`config.mk`:
```
export PLATFORM = sky130hd
export DESIGN_NAME = ordered_array_insert_delete_search_top
export DESIGN_NICKNAME = d
export VERILOG_FILES = /design/src/design/oaids_pkg.sv /design/src/design/oaids_dp.sv /design/src/design/oaids_ctrl.sv /design/src/design/ordered_array_insert_delete_search_top.sv
export VERILOG_INCLUDE_DIRS = /design/src /design/src/design
export SDC_FILE = /design/constraint.sdc
export NUM_CORES = 2
export LEC_CHECK = 0
export BUFFER_PORTS_ARGS = -buffer_cell sky130_fd_sc_hd__buf_2
export CORE_UTILIZATION = 65
export CTS_CLUSTER_DIAMETER = 40
export DETAILED_ROUTE_END_ITERATION = 16
export PLACE_DENSITY = 0.88
export SYNTH_ARGS = -nofsm -noshare
export SYNTH_HDL_FRONTEND = slang
export SYNTH_SLANG_ARGS = --single-unit
```
`constraint.sdc`:
```
create_clock -name clk_i -period 8.55 [get_ports clk_i]
set_input_delay 1.2825 -clock clk_i [delete_from_list [all_inputs] [get_ports clk_i]]
set_output_delay 1.2825 -clock clk_i [all_outputs]
set_load 0.02 [all_outputs]
```
`src/design/ordered_array_insert_delete_search_top_defines.svh`:
```
// ----------------------------------------------------------------------------
// Assertion macros for the ordered array store
// Shared shorthand for concurrent checks clocked by clk_i and held off by rst_ni.
// ----------------------------------------------------------------------------
`ifndef ORDERED_ARRAY_INSERT_DELETE_SEARCH_TOP_DEFINES_SVH
`define ORDERED_ARRAY_INSERT_DELETE_SEARCH_TOP_DEFINES_SVH

// A property that must hold at every clock edge outside reset.
`define OAIDS_ASSERT(lbl, prop) \
  lbl: assert property (@(posedge clk_i) disable iff (!rst_ni) (prop)) \
    else $error("oaids assertion failed");

// A condition in one cycle that demands a consequence in the next.
`define OAIDS_ASSERT_NEXT(lbl, ante, cons) \
  lbl: assert property (@(posedge clk_i) disable iff (!rst_ni) (ante) |=> (cons)) \
    else $error("oaids assertion failed");

`endif

```
`src/design/oaids_pkg.sv`:
```
// ----------------------------------------------------------------------------
// Ordered array store package
// Sizes, command and status codes, and the controller/datapath link types.
// ----------------------------------------------------------------------------
package oaids_pkg;

  localparam int CAPACITY = 64;
  localparam int IDX_W    = $clog2(CAPACITY);
  localparam int CNT_W    = $clog2(CAPACITY + 1);

  localparam int CMD_W  = 3;
  localparam int POS_W  = 7;
  localparam int VAL_W  = 32;
  localparam int ST_W   = 2;
  localparam int FIDX_W = 6;
  localparam int FILL_W = 7;

  // Width at which positions and counts are compared.
  localparam int CMP_W = (POS_W > CNT_W) ? POS_W : CNT_W;

  typedef enum logic [CMD_W-1:0] {
    CMD_CLEAR  = 3'd0,
    CMD_APPEND = 3'd1,
    CMD_INSERT = 3'd2,
    CMD_DELETE = 3'd3,
    CMD_SEARCH = 3'd4,
    CMD_READ   = 3'd5
  } cmd_e;

  typedef enum logic [ST_W-1:0] {
    ST_OK       = 2'd0,
    ST_BADPOS   = 2'd1,
    ST_FULL     = 2'd2,
    ST_NOTFOUND = 2'd3
  } status_e;

  typedef struct packed {
    logic    load;
    logic    ptr_init;
    logic    rd_issue;
    logic    put;
    logic    cnt_clr;
    logic    cnt_dec;
    logic    res_load;
    status_e res_code;
  } dp_cmd_t;

  typedef struct packed {
    logic [CMD_W-1:0] op;
    logic             full;
    logic             empty;
    logic             pos_gt_cnt;
    logic             pos_ge_cnt;
    logic             pos_eq_cnt;
    logic             pos_is_last;
    logic             rd_last;
    logic             hit;
  } dp_stat_t;

endpackage

```
`src/design/oaids_dp.sv`:
```
// ----------------------------------------------------------------------------
// Ordered array store datapath
// Entry memory, fill count, walk pointer, one-entry read pipeline and result.
// ----------------------------------------------------------------------------
`include "ordered_array_insert_delete_search_top_defines.svh"

module oaids_dp import oaids_pkg::*; (
  input  logic                     clk_i,
  input  logic                     rst_ni,
  input  logic [CMD_W-1:0]         in_cmd_i,
  input  logic [POS_W-1:0]         in_pos_i,
  input  logic signed [VAL_W-1:0]  in_val_i,
  input  dp_cmd_t                  ctl_i,
  output dp_stat_t                 stat_o,
  output logic [ST_W-1:0]          res_status_o,
  output logic [FIDX_W-1:0]        res_found_o,
  output logic signed [VAL_W-1:0]  res_value_o,
  output logic [FILL_W-1:0]        res_count_o
);

  logic [CMD_W-1:0]        op_q;
  logic [POS_W-1:0]        pos_q;
  logic signed [VAL_W-1:0] key_q;
  logic [CNT_W-1:0]        count_q, count_d;
  logic [IDX_W-1:0]        ptr_q, ptr_d;
  logic [IDX_W-1:0]        addr_q;
  logic signed [VAL_W-1:0] rdata_q;
  logic                    pend_q;
  logic signed [VAL_W-1:0] mem_q [CAPACITY];

  logic [CMP_W-1:0]        pos_x, cnt_x, ptr_x;
  logic                    shift_op;
  logic                    mem_we;
  logic [IDX_W-1:0]        mem_wa;
  logic signed [VAL_W-1:0] mem_wd;

  logic [ST_W-1:0]         status_q;
  logic [FIDX_W-1:0]       found_q;
  logic signed [VAL_W-1:0] value_q;
  logic [FILL_W-1:0]       fill_q;

  assign pos_x    = CMP_W'(pos_q);
  assign cnt_x    = CMP_W'(count_q);
  assign ptr_x    = CMP_W'(ptr_q);
  assign shift_op = (op_q == CMD_INSERT) || (op_q == CMD_DELETE);

  always_comb begin
    stat_o.op          = op_q;
    stat_o.full        = count_q >= CNT_W'(CAPACITY);
    stat_o.empty       = count_q == '0;
    stat_o.pos_gt_cnt  = pos_x > cnt_x;
    stat_o.pos_ge_cnt  = pos_x >= cnt_x;
    stat_o.pos_eq_cnt  = pos_x == cnt_x;
    stat_o.pos_is_last = (pos_x + CMP_W'(1)) == cnt_x;
    // Insert walks down to the target position; delete and search walk up to
    // the last valid entry; an indexed read takes a single access.
    if (op_q == CMD_INSERT) begin
      stat_o.rd_last = ptr_x == pos_x;
    end else if (op_q == CMD_READ) begin
      stat_o.rd_last = 1'b1;
    end else begin
      stat_o.rd_last = (ptr_x + CMP_W'(1)) == cnt_x;
    end
    stat_o.hit = pend_q && (rdata_q == key_q);
  end

  always_ff @(posedge clk_i) begin
    if (ctl_i.load) begin
      op_q  <= in_cmd_i;
      pos_q <= in_pos_i;
      key_q <= in_val_i;
    end
  end

  // Walk pointer.
  always_comb begin
    ptr_d = ptr_q;
    if (ctl_i.ptr_init) begin
      case (op_q)
        CMD_INSERT: ptr_d = IDX_W'(cnt_x - CMP_W'(1));
        CMD_DELETE: ptr_d = IDX_W'(pos_x + CMP_W'(1));
        CMD_SEARCH: ptr_d = '0;
        default:    ptr_d = IDX_W'(pos_x);
      endcase
    end else if (ctl_i.rd_issue) begin
      if (op_q == CMD_INSERT) begin
        ptr_d = ptr_q - IDX_W'(1);
      end else begin
        ptr_d = ptr_q + IDX_W'(1);
      end
    end
  end

  // A shift write lands the entry read in the previous cycle one place up or down;
  // otherwise the key is placed at the append or insert position.
  always_comb begin
    mem_we = 1'b0;
    mem_wa = '0;
    mem_wd = key_q;
    if (pend_q && shift_op) begin
      mem_we = 1'b1;
      mem_wd = rdata_q;
      if (op_q == CMD_INSERT) begin
        mem_wa = addr_q + IDX_W'(1);
      end else begin
        mem_wa = addr_q - IDX_W'(1);
      end
    end else if (ctl_i.put) begin
      mem_we = 1'b1;
      if (op_q == CMD_APPEND) begin
        mem_wa = IDX_W'(cnt_x);
      end else begin
        mem_wa = IDX_W'(pos_x);
      end
    end
  end

  always_ff @(posedge clk_i) begin
    if (ctl_i.rd_issue) begin
      rdata_q <= mem_q[ptr_q];
      addr_q  <= ptr_q;
    end
    if (mem_we) begin
      mem_q[mem_wa] <= mem_wd;
    end
  end

  always_comb begin
    count_d = count_q;
    if (ctl_i.cnt_clr) begin
      count_d = '0;
    end else if (ctl_i.cnt_dec) begin
      count_d = count_q - CNT_W'(1);
    end else if (ctl_i.put) begin
      count_d = count_q + CNT_W'(1);
    end
  end

  always_ff @(posedge clk_i or negedge rst_ni) begin
    if (!rst_ni) begin
      count_q <= '0;
      ptr_q   <= '0;
      pend_q  <= 1'b0;
    end else begin
      count_q <= count_d;
      ptr_q   <= ptr_d;
      pend_q  <= ctl_i.rd_issue;
    end
  end

  always_ff @(posedge clk_i) begin
    if (ctl_i.res_load) begin
      status_q <= ctl_i.res_code;
      fill_q   <= FILL_W'(count_q);
      if ((op_q == CMD_SEARCH) && (ctl_i.res_code == ST_OK)) begin
        found_q <= FIDX_W'(addr_q);
      end else begin
        found_q <= '0;
      end
      if ((op_q == CMD_READ) && (ctl_i.res_code == ST_OK)) begin
        value_q <= rdata_q;
      end else begin
        value_q <= '0;
      end
    end
  end

  assign res_status_o = status_q;
  assign res_found_o  = found_q;
  assign res_value_o  = value_q;
  assign res_count_o  = fill_q;

  `OAIDS_ASSERT(a_count_range, count_q <= CNT_W'(CAPACITY))
  `OAIDS_ASSERT(a_single_write, !(ctl_i.put && pend_q))
  `OAIDS_ASSERT(a_shift_in_bounds, (pend_q && shift_op) |-> (CNT_W'(mem_wa) <= count_q))
  `OAIDS_ASSERT_NEXT(a_put_grows, ctl_i.put, count_q == ($past(count_q) + CNT_W'(1)))

endmodule

```
`src/design/oaids_ctrl.sv`:
```
// ----------------------------------------------------------------------------
// Ordered array store controller
// Sequences each command over the datapath and hands off the result item.
// ----------------------------------------------------------------------------
module oaids_ctrl import oaids_pkg::*; (
  input  logic     clk_i,
  input  logic     rst_ni,
  input  logic     in_valid_i,
  output logic     in_ready_o,
  output logic     out_valid_o,
  input  logic     out_ready_i,
  input  dp_stat_t stat_i,
  output dp_cmd_t  ctl_o
);

  localparam logic [2:0] S_IDLE  = 3'd0;
  localparam logic [2:0] S_CHECK = 3'd1;
  localparam logic [2:0] S_RUN   = 3'd2;
  localparam logic [2:0] S_TAIL  = 3'd3;
  localparam logic [2:0] S_PUT   = 3'd4;
  localparam logic [2:0] S_FIN   = 3'd5;

  logic [2:0] state_q, state_d;
  status_e    code_q, code_d;
  logic       out_valid_q, out_valid_d;

  always_comb begin
    state_d        = state_q;
    code_d         = code_q;
    in_ready_o     = 1'b0;
    ctl_o          = '0;
    ctl_o.res_code = code_q;

    unique case (state_q)
      S_IDLE: begin
        in_ready_o = 1'b1;
        if (in_valid_i) begin
          ctl_o.load = 1'b1;
          state_d    = S_CHECK;
        end
      end

      S_CHECK: begin
        state_d = S_FIN;
        unique case (stat_i.op)
          CMD_CLEAR: begin
            ctl_o.cnt_clr = 1'b1;
            code_d        = ST_OK;
          end
          CMD_APPEND: begin
            if (stat_i.full) begin
              code_d = ST_FULL;
            end else begin
              state_d = S_PUT;
            end
          end
          CMD_INSERT: begin
            if (stat_i.pos_gt_cnt) begin
              code_d = ST_BADPOS;
            end else if (stat_i.full) begin
              code_d = ST_FULL;
            end else if (stat_i.pos_eq_cnt) begin
              state_d = S_PUT;
            end else begin
              ctl_o.ptr_init = 1'b1;
              state_d        = S_RUN;
            end
          end
          CMD_DELETE: begin
            if (stat_i.pos_ge_cnt) begin
              code_d = ST_BADPOS;
            end else if (stat_i.pos_is_last) begin
              // Removing the last entry moves nothing.
              ctl_o.cnt_dec = 1'b1;
              code_d        = ST_OK;
            end else begin
              ctl_o.ptr_init = 1'b1;
              state_d        = S_RUN;
            end
          end
          CMD_SEARCH: begin
            if (stat_i.empty) begin
              code_d = ST_NOTFOUND;
            end else begin
              ctl_o.ptr_init = 1'b1;
              state_d        = S_RUN;
            end
          end
          CMD_READ: begin
            if (stat_i.pos_ge_cnt) begin
              code_d = ST_BADPOS;
            end else begin
              ctl_o.ptr_init = 1'b1;
              state_d        = S_RUN;
            end
          end
          default: begin
            code_d = ST_BADPOS;
          end
        endcase
      end

      S_RUN: begin
        // A search stops at the first match; the read in flight is dropped.
        if ((stat_i.op == CMD_SEARCH) && stat_i.hit) begin
          code_d  = ST_OK;
          state_d = S_FIN;
        end else begin
          ctl_o.rd_issue = 1'b1;
          if (stat_i.rd_last) begin
            state_d = S_TAIL;
          end
        end
      end

      S_TAIL: begin
        state_d = S_FIN;
        code_d  = ST_OK;
        if (stat_i.op == CMD_SEARCH) begin
          code_d = stat_i.hit ? ST_OK : ST_NOTFOUND;
        end else if (stat_i.op == CMD_DELETE) begin
          ctl_o.cnt_dec = 1'b1;
        end else if (stat_i.op == CMD_INSERT) begin
          state_d = S_PUT;
        end
      end

      S_PUT: begin
        ctl_o.put = 1'b1;
        code_d    = ST_OK;
        state_d   = S_FIN;
      end

      S_FIN: begin
        if (!out_valid_q || out_ready_i) begin
          ctl_o.res_load = 1'b1;
          state_d        = S_IDLE;
        end
      end

      default: begin
        state_d = S_IDLE;
      end
    endcase
  end

  always_comb begin
    out_valid_d = out_valid_q;
    if (ctl_o.res_load) begin
      out_valid_d = 1'b1;
    end else if (out_ready_i) begin
      out_valid_d = 1'b0;
    end
  end

  always_ff @(posedge clk_i or negedge rst_ni) begin
    if (!rst_ni) begin
      state_q     <= S_IDLE;
      out_valid_q <= 1'b0;
    end else begin
      state_q     <= state_d;
      out_valid_q <= out_valid_d;
    end
  end

  always_ff @(posedge clk_i) begin
    code_q <= code_d;
  end

  assign out_valid_o = out_valid_q;

endmodule

```
`src/design/ordered_array_insert_delete_search_top.sv`:
```
// ----------------------------------------------------------------------------
// Ordered array store, top level
// Positional store of signed 32-bit values with clear, append, insert,
// delete, search and indexed read commands.
// ----------------------------------------------------------------------------
// Each accepted item is one command and produces exactly one result item with
// a status, the fill count after the command, and the search index or read
// value where they apply. The entries sit in a single memory that gives one
// read and one write per cycle, and every command that touches entries walks
// them one per cycle through that port. With a target position p, an insert
// walks from the last entry down to p (nothing when p equals the count), a
// delete walks the entries above p (none for the last entry), a search walks
// up from index 0 to the first match or the last entry, and a read takes a
// single access. One command is in flight at a time; the next is accepted as
// soon as the previous one has been placed in the output register, even
// while its result waits there. The store needs no clearing after reset.
module ordered_array_insert_delete_search_top import oaids_pkg::*; (
  input  logic        clk_i,
  input  logic        rst_ni,
  input  logic        s_axis_tvalid,
  output logic        s_axis_tready,
  input  logic [39:0] s_axis_tdata,   // position[6:0], value[38:7], zero[39]
  input  logic [2:0]  s_axis_tuser,   // cmd[2:0]
  output logic        m_axis_tvalid,
  input  logic        m_axis_tready,
  output logic [47:0] m_axis_tdata,   // found_index[5:0], read_value[37:6],
                                      // fill_count[44:38], zero[47:45]
  output logic [1:0]  m_axis_tuser    // status[1:0]
);

  dp_cmd_t                 ctl;
  dp_stat_t                stat;
  logic [ST_W-1:0]         res_status;
  logic [FIDX_W-1:0]       res_found;
  logic signed [VAL_W-1:0] res_value;
  logic [FILL_W-1:0]       res_count;

  oaids_ctrl u_ctrl (
    .clk_i       (clk_i),
    .rst_ni      (rst_ni),
    .in_valid_i  (s_axis_tvalid),
    .in_ready_o  (s_axis_tready),
    .out_valid_o (m_axis_tvalid),
    .out_ready_i (m_axis_tready),
    .stat_i      (stat),
    .ctl_o       (ctl)
  );

  oaids_dp u_dp (
    .clk_i        (clk_i),
    .rst_ni       (rst_ni),
    .in_cmd_i     (s_axis_tuser),
    .in_pos_i     (s_axis_tdata[6:0]),
    .in_val_i     (s_axis_tdata[38:7]),
    .ctl_i        (ctl),
    .stat_o       (stat),
    .res_status_o (res_status),
    .res_found_o  (res_found),
    .res_value_o  (res_value),
    .res_count_o  (res_count)
  );

  assign m_axis_tdata = {3'b000, res_count, res_value, res_found};
  assign m_axis_tuser = res_status;

endmodule
```
-- Word level (Yosys, flattened, before mapping)
Memory sizes are Yosys's and may differ from the RTL's. A register that Yosys moved wholly into a read port is not among the register bits.
Cells that the tools add are included.
- bitwise gates (word level): 0
- div/mod/pow operators: 0
- $lt $le $gt $ge: 3
- add/subtract/negate cells: 8
- equality and inequality tests: 22
- multiply operators: 0
- reductions and logical operators: 18
- shift operators: 0
- mux-type cells: 73
- operators by type and width (operator ; number):
    $mux W6 ; 7
    $mux W3 ; 12
    $mux W1 ; 34
    $eq A32 B32 Y1 ; 1
    $mux W32 ; 1
    $eq A7 B7 Y1 ; 3
    $mux W7 ; 3
    $mux W2 ; 9
    $pmux W3 S6 ; 1
    $pmux W6 S3 ; 1
    $pmux W3 S5 ; 1
    $add A7 B1 Y7 const B ; 2
    $add A6 B1 Y6 const B ; 2
    $eq A3 B2 Y1 const B ; 4
    $eq A3 B3 Y1 const B ; 4
    $pmux W2 S6 ; 1
    $sub A6 B1 Y6 const B ; 2
    $pmux W2 S4 ; 1
    $add A6 B1 Y7 const B ; 1
    $eq A6 B7 Y1 ; 1
    $ge A7 B7 Y1 ; 1
    $ge A7 B7 Y1 const B ; 1
    $gt A7 B7 Y1 ; 1
    $logic_not A7 Y1 ; 1
    19 further kinds ; 29
- latch bits: 0
- word-level logic and storage cells: 139
- RAM bits: 2048
- bits of input ports: 47
- output and inout bits: 52
- register bits: 115
- bits in read-only memories: 0
- memories kept: 1
- memories (memory ; words ; width ; rd ports ; clocked after Yosys merged registers in ; write ports ; line ; RTL):
    u_dp.mem_q ; 64 ; 32 ; 1 ; 1 ; 1 ; oaids_dp.sv:29 ; logic signed [VAL_W-1:0] mem_q [CAPACITY];

-- Depth between registers and ports, before layout
- word-level depth: 8
- gate-level depth with buffers: 14
- mapped depth without buffers: 11

-- Modules after synthesis
From an unflattened synthesis, not the netlist that was laid out.
- cells, all modules: 3958
- area, all modules: 85315.6 um2
- modules (own cells, without submodules) (module ; sequential area each (um2) ; area each (um2) ; instances ; cells each):
    oaids_dp ; 65663.0 ; 84675.0 ; 1 ; 3873
    oaids_ctrl ; 160.2 ; 614.3 ; 1 ; 81
    ordered_array_insert_delete_search_top ; 0.0 ; 26.3 ; 1 ; 4

-- Least setup slack after synthesis
No wires, ideal clock.
- path type: reg2reg
- from: register u_dp.op_q[1]
- to: memory u_dp.mem_q[31][0] (enable)
- arrival: 4.753 ns
- library setup time: 0.461 ns
- clock period less this slack: 5.214 ns
- cell stages (with the launch flop): 15
- path slack: 3.336 ns
- path buffers: 3
- cells stage by stage: edfxtp_1 > nor2b_1 > buf_2 > nand2_2 > inv_2 > fa_1 > nor2b_1 > o21ai_0 > nand2b_1 > xnor2_1 > o22a_1 > or2_1 > clkbuf_1 > buf_2 > nor3_1
- cells in the longest elaborated chain, start to end: 6
- elaborated cells on any way between the ends: 12
- those cells by class: eq/ne (3); mux (7); reduce/logical (2)
- RTL lines (what ; line ; RTL):
    from (decl) ; oaids_dp.sv:21 ; logic [CMD_W-1:0] op_q;
    from (signal assigned) ; oaids_dp.sv:69 ; op_q <= in_cmd_i;
    $eq A3 B2 Y1, on equally long branches ; oaids_dp.sv:45, oaids_dp.sv:103 ;
    $logic_or A1 B1 Y1 ; oaids_dp.sv:45 ; assign shift_op = (op_q == CMD_INSERT) || (op_q == CMD_DELETE);
    $logic_and A1 B1 Y1 ; oaids_dp.sv:100 ; if (pend_q && shift_op) begin
    $mux W1 ; oaids_dp.sv:100 ;
    $mux W1 ; oaids_dp.sv:123 ; if (mem_we) begin
    $mux W1 (implied by the code) ; oaids_dp.sv:124 ; mem_q[mem_wa] <= mem_wd;
    to (decl) ; oaids_dp.sv:29 ;
Several ways; a longest one is shown, not always the timed one.

-- Worst setup path in the final report
- from: register u_dp.op_q[1]
- to: memory u_dp.mem_q[63][3] (enable)
The elaborated chain is that of the path after synthesis.

==> summary.md <==
| Metric | Value |
|---|---|
| Register Area | 65,800 um^2 |
| Clock slew seen by the registers of the worst setup and hold paths | 0.06 ns |
| Tmin final | 6.22 ns |
| CP arrival | 6.69 ns |
| Outcome | complete, but fails checks |
| Met2 Track Usage GR | 56.8% |
| Hold buffer count at CTS | 0 |
| Skew-Pair Late Insertion Delay | 0.88 ns |
| Port bufs | 94 |
| Met3 Resource Use GR | 11.8% |
| Synth top area share | 75.7% |
| DR vias/cell | 7.60 |
| Crit path cell chain | nor2b_1, nand2_2, inv_2, fa_1, o22ai_1, nand3_1, nor3_2, buf_4 |
| Synthesized instance count | 4,439 |
| Post-CTS Resized | 0 |
| Async SR Flop Fraction | 0.820% |
| CTS tree | built |
| CTS Root Buffer Type | clkbuf_16 |
| Setup tns final | 0 ns |
| Final hold violation count | 0 |
| PD cells | 329 nW/um^2 |
| Placed Area | 89,300 um^2 |
| Antenna violations before repair | 10 |
| CTS buffer count | 210 |
| Number of enable flip-flop cells after synthesis | 2,177 |
| Critical Path Max Stage Delay | 1.12 ns |
| Hold Worst Slack | 0.404 ns |
| Worst VDD drop | 0.279 mV |
| Final cell count without fillers | 6,554 |
| Final worst clock skew | 0.0772 ns |
| Vias in the first global route | 49,900 |
| Largest cells by area after synthesis | edfxtp_1 (76%), mux4_2 (7.4%), mux2i_1 (5.7%) |
| Crit path required time | 9.02 ns |
| Final setup fails | 0 |
| Clk sinks | 2,195 |
| Fmax | 161 MHz |
| CTS H-tree lvls | 4 |
| Final Max Slew Viols | 11 |
| Global route hottest layer | met2 |
| Largest net degree at the start of global routing | 121 |
| Initial Util | 65.6% |
| Post-CTS Setup Bufs | 0 |
| IO Pins | 99 |
| WS Path Type | flip-flop to flip-flop |
| Met1 usage in global routing | 43.4% |
| RSZ-0062 raised after global routing | no |
| Via count | 49,800 |
| Warnings from Yosys | 0 |
| Ys flop type | edfxtp_1 |
| Number of DRC markers in iteration 0 | 8,626 |
| R2R setup slack | 2.33 ns |
| Netlist cell types | 71 |
| Area grow syn2layout | 11.4% |
| Period Utilization, post-route | 72.7% |
| GRT overflow | 0 |
| DIE WIDTH | 367 um |
| Layout fillers | 6,717 |
| Die area | 134,000 um^2 |
| Die Span Y | 367 um |
| Synthesized area | 86,400 um^2 |
| Post-Route WL | 246,000 um |
| Buffers plus inverters on the worst setup path | 2 |
| Critical Path Start Type | flip-flop |
| Residual DRC count | 0 |
| Slew headroom | -11.6% |
| Max-Cap Viols | 7 |
| Crit-path max FO | 22 |
| Core box area | 132,000 um^2 |
| Post-route cell area | 96,200 um^2 |
| Worst hold path type | primary input to asynchronous set/reset pin |
| Global-route wire length before repair | 344,000 um |
| FP Rows | 133 |
| Failing checks | max-capacitance violations, max-slew violations |
| Wire length per cell | 37.5 um |
| All-layer global routing usage | 36.4% |
| Post-DP HPWL | 117,000 um |
| Detailed Routing Iterations Pass 1 | 8 |
| Share of layout cells above drive strength 1 | 19.9% |
| Slowest-stage cell, CP | nor3_2 |
| Cell accounting for the most synthesized area | edfxtp_1 |
| Register bit total from synthesis | 2,195 |
| Cell family with most CP delay | simple AND/OR/NAND/NOR gates |
| Sequential area share after synthesis | 76.2% |
| Total power | 31.7 mW |
| Total Nets Final | 4,678 |
| Average size of a mapped cell | 19.5 um^2 |
| Slew @ Worst Pin | 1.66 ns |
| Setup crit end kind | flip-flop |
| Placed insts | 6,152 |
| Antenna viol nets, final | 0 |
| CTS Buffer Depth | 3 |
| Gpl congestion | 0.936 |
| Area of the multi-input gates | 19,500 um^2 |
| Leak | 30.6 nW |
state kept, by name, indices dropped and copies added (netlist names):
signal,flops
u_ctrl.state_q,3
u_dp.res_count_o,7
u_dp.op_q,3
u_dp.key_q,32
u_dp.res_status_o,2
u_dp.res_found_o,6
u_dp.cnt_x,7
u_dp.pend_q,1
u_ctrl.out_valid_o,1
u_dp.mem_q,2048
u_ctrl.code_q,2
u_dp.rdata_q,32
u_dp.pos_q,7
u_dp.ptr_q,6
u_dp.addr_q,6
u_dp.res_value_o,32
routing by layer:
metal	routed length [um]	up-vias	share of wire (%)
li1	-	18900	-
met1	74500	24500	30
met2	115000	5164	47
met3	36400	1292	15
met4	19700	12	8.0
met5	318	-	0.13
path summary, 6_finish.rpt:
check	from	depth (start not counted)	endpoint
max in group asynchronous	rst_ni	1	u_dp.ptr_q[5]
min in group clk_i	s_axis_tdata[14]	1	u_dp.key_q[7]
max	u_dp.op_q[1]	8	u_dp.mem_q[63][3]
min	rst_ni	1	u_dp.pend_q
max reg2reg	u_dp.op_q[1]	8	u_dp.mem_q[63][3]
min reg2reg	u_ctrl.out_valid_o	2	u_ctrl.out_valid_o
where the power goes:
part	internal [mW]	switching, mW	leakage (nW)
sequential	12.6	0.374	19.8
combinational	3.05	6.17	7.45
clock	5.23	4.21	3.36
total	20.9	10.8	30.6
worst register-to-register path, stage by stage (launching register included):
cell and delay [ns]:
edfxtp_1 0.74, nor2b_1 0.57, nand2_2 0.37, inv_2 0.31, fa_1 0.46, o22ai_1 0.94
nand3_1 0.79, nor3_2 1.12, buf_4 0.54
Yosys cell counts, types with 19 or more instances:
| master | number |
|---|---|
| buf_4 | 30 |
| xnor2_1 | 46 |
| xor2_1 | 19 |
| o22ai_1 | 125 |
| o221ai_1 | 240 |
| buf_2 | 73 |
| and2_1 | 40 |
| mux2_2 | 33 |
| a211oi_1 | 33 |
| clkbuf_1 | 155 |
| edfxtp_1 | 2177 |
| mux2i_1 | 492 |
| a21oi_1 | 191 |
| nor2_1 | 83 |
| nor3_1 | 137 |
| mux4_2 | 285 |
| inv_1 | 24 |
| ha_1 | 20 |
| nand2_1 | 44 |
stage by stage:
step	util (%)	setup slack, ns
5_1_grt	73.1	2.30
2_1_floorplan	-	3.34
4_1_cts	73.1	2.66
6_report	73.1	2.33
3_5_place_dp	67.8	2.84
3_3_place_gp	67.8	2.97
cells in the final DEF (no fill, tap or decap), types with 6 or more instances in the layout:
| cell | instances |
|---|---|
| a211oi_1 | 33 |
| buf_2 | 94 |
| o21ai_0 | 18 |
| nor4_1 | 7 |
| nor2_1 | 83 |
| clkinv_4 | 10 |
| nand3_1 | 10 |
| diode_2 | 10 |
| clkbuf_16 | 212 |
| a21oi_1 | 191 |
| mux2i_1 | 492 |
| nor3_2 | 65 |
| a31oi_1 | 8 |
| clkinv_1 | 56 |
| inv_6 | 15 |
| and2_1 | 39 |
| buf_4 | 133 |
| ha_1 | 20 |
| clkinvlp_4 | 10 |
| o221ai_1 | 240 |
| nand2_1 | 41 |
| nor2b_1 | 6 |
| mux2_2 | 33 |
| xnor2_1 | 46 |
| mux4_2 | 285 |
| edfxtp_1 | 2177 |
| o22ai_1 | 124 |
| a21o_1 | 7 |
| inv_1 | 21 |
| clkinv_2 | 27 |
| xor2_1 | 19 |
| bufinv_16 | 21 |
| dfrtp_1 | 13 |
| buf_12 | 7 |
| clkbuf_1 | 28 |
| nand2b_1 | 12 |
| nor3_1 | 72 |
| nand4_1 | 15 |
cell families (layout without fill, tap and decap cells):
family                     Yosys count  count (layout)  synth area share (%)
AOI/OAI and AO/OA                  667             667                  5.42
xor gates and xnor gates            65              65                 0.659
and+or+nand+nor                    373             373                  2.14
buffers and inverters              303             651                  1.65
adders and majority gates           22              22                 0.336
other                                1              13               0.00434
muxes                              813             813                  13.6
DFF                               2195            2195                  76.2
cell type report:
type	count	area share, %
Multi-Input combinational cell	1943	20.3
Antenna cell	10	0.0260
Timing Repair Buffer	234	1.67
Clock buffer	240	5.62
Sequential cell	2195	68.4
Tap cell	1755	2.28
Clock inverter	152	1.58
Inverter	25	0.108
Power figures use the tool's default switching activity.
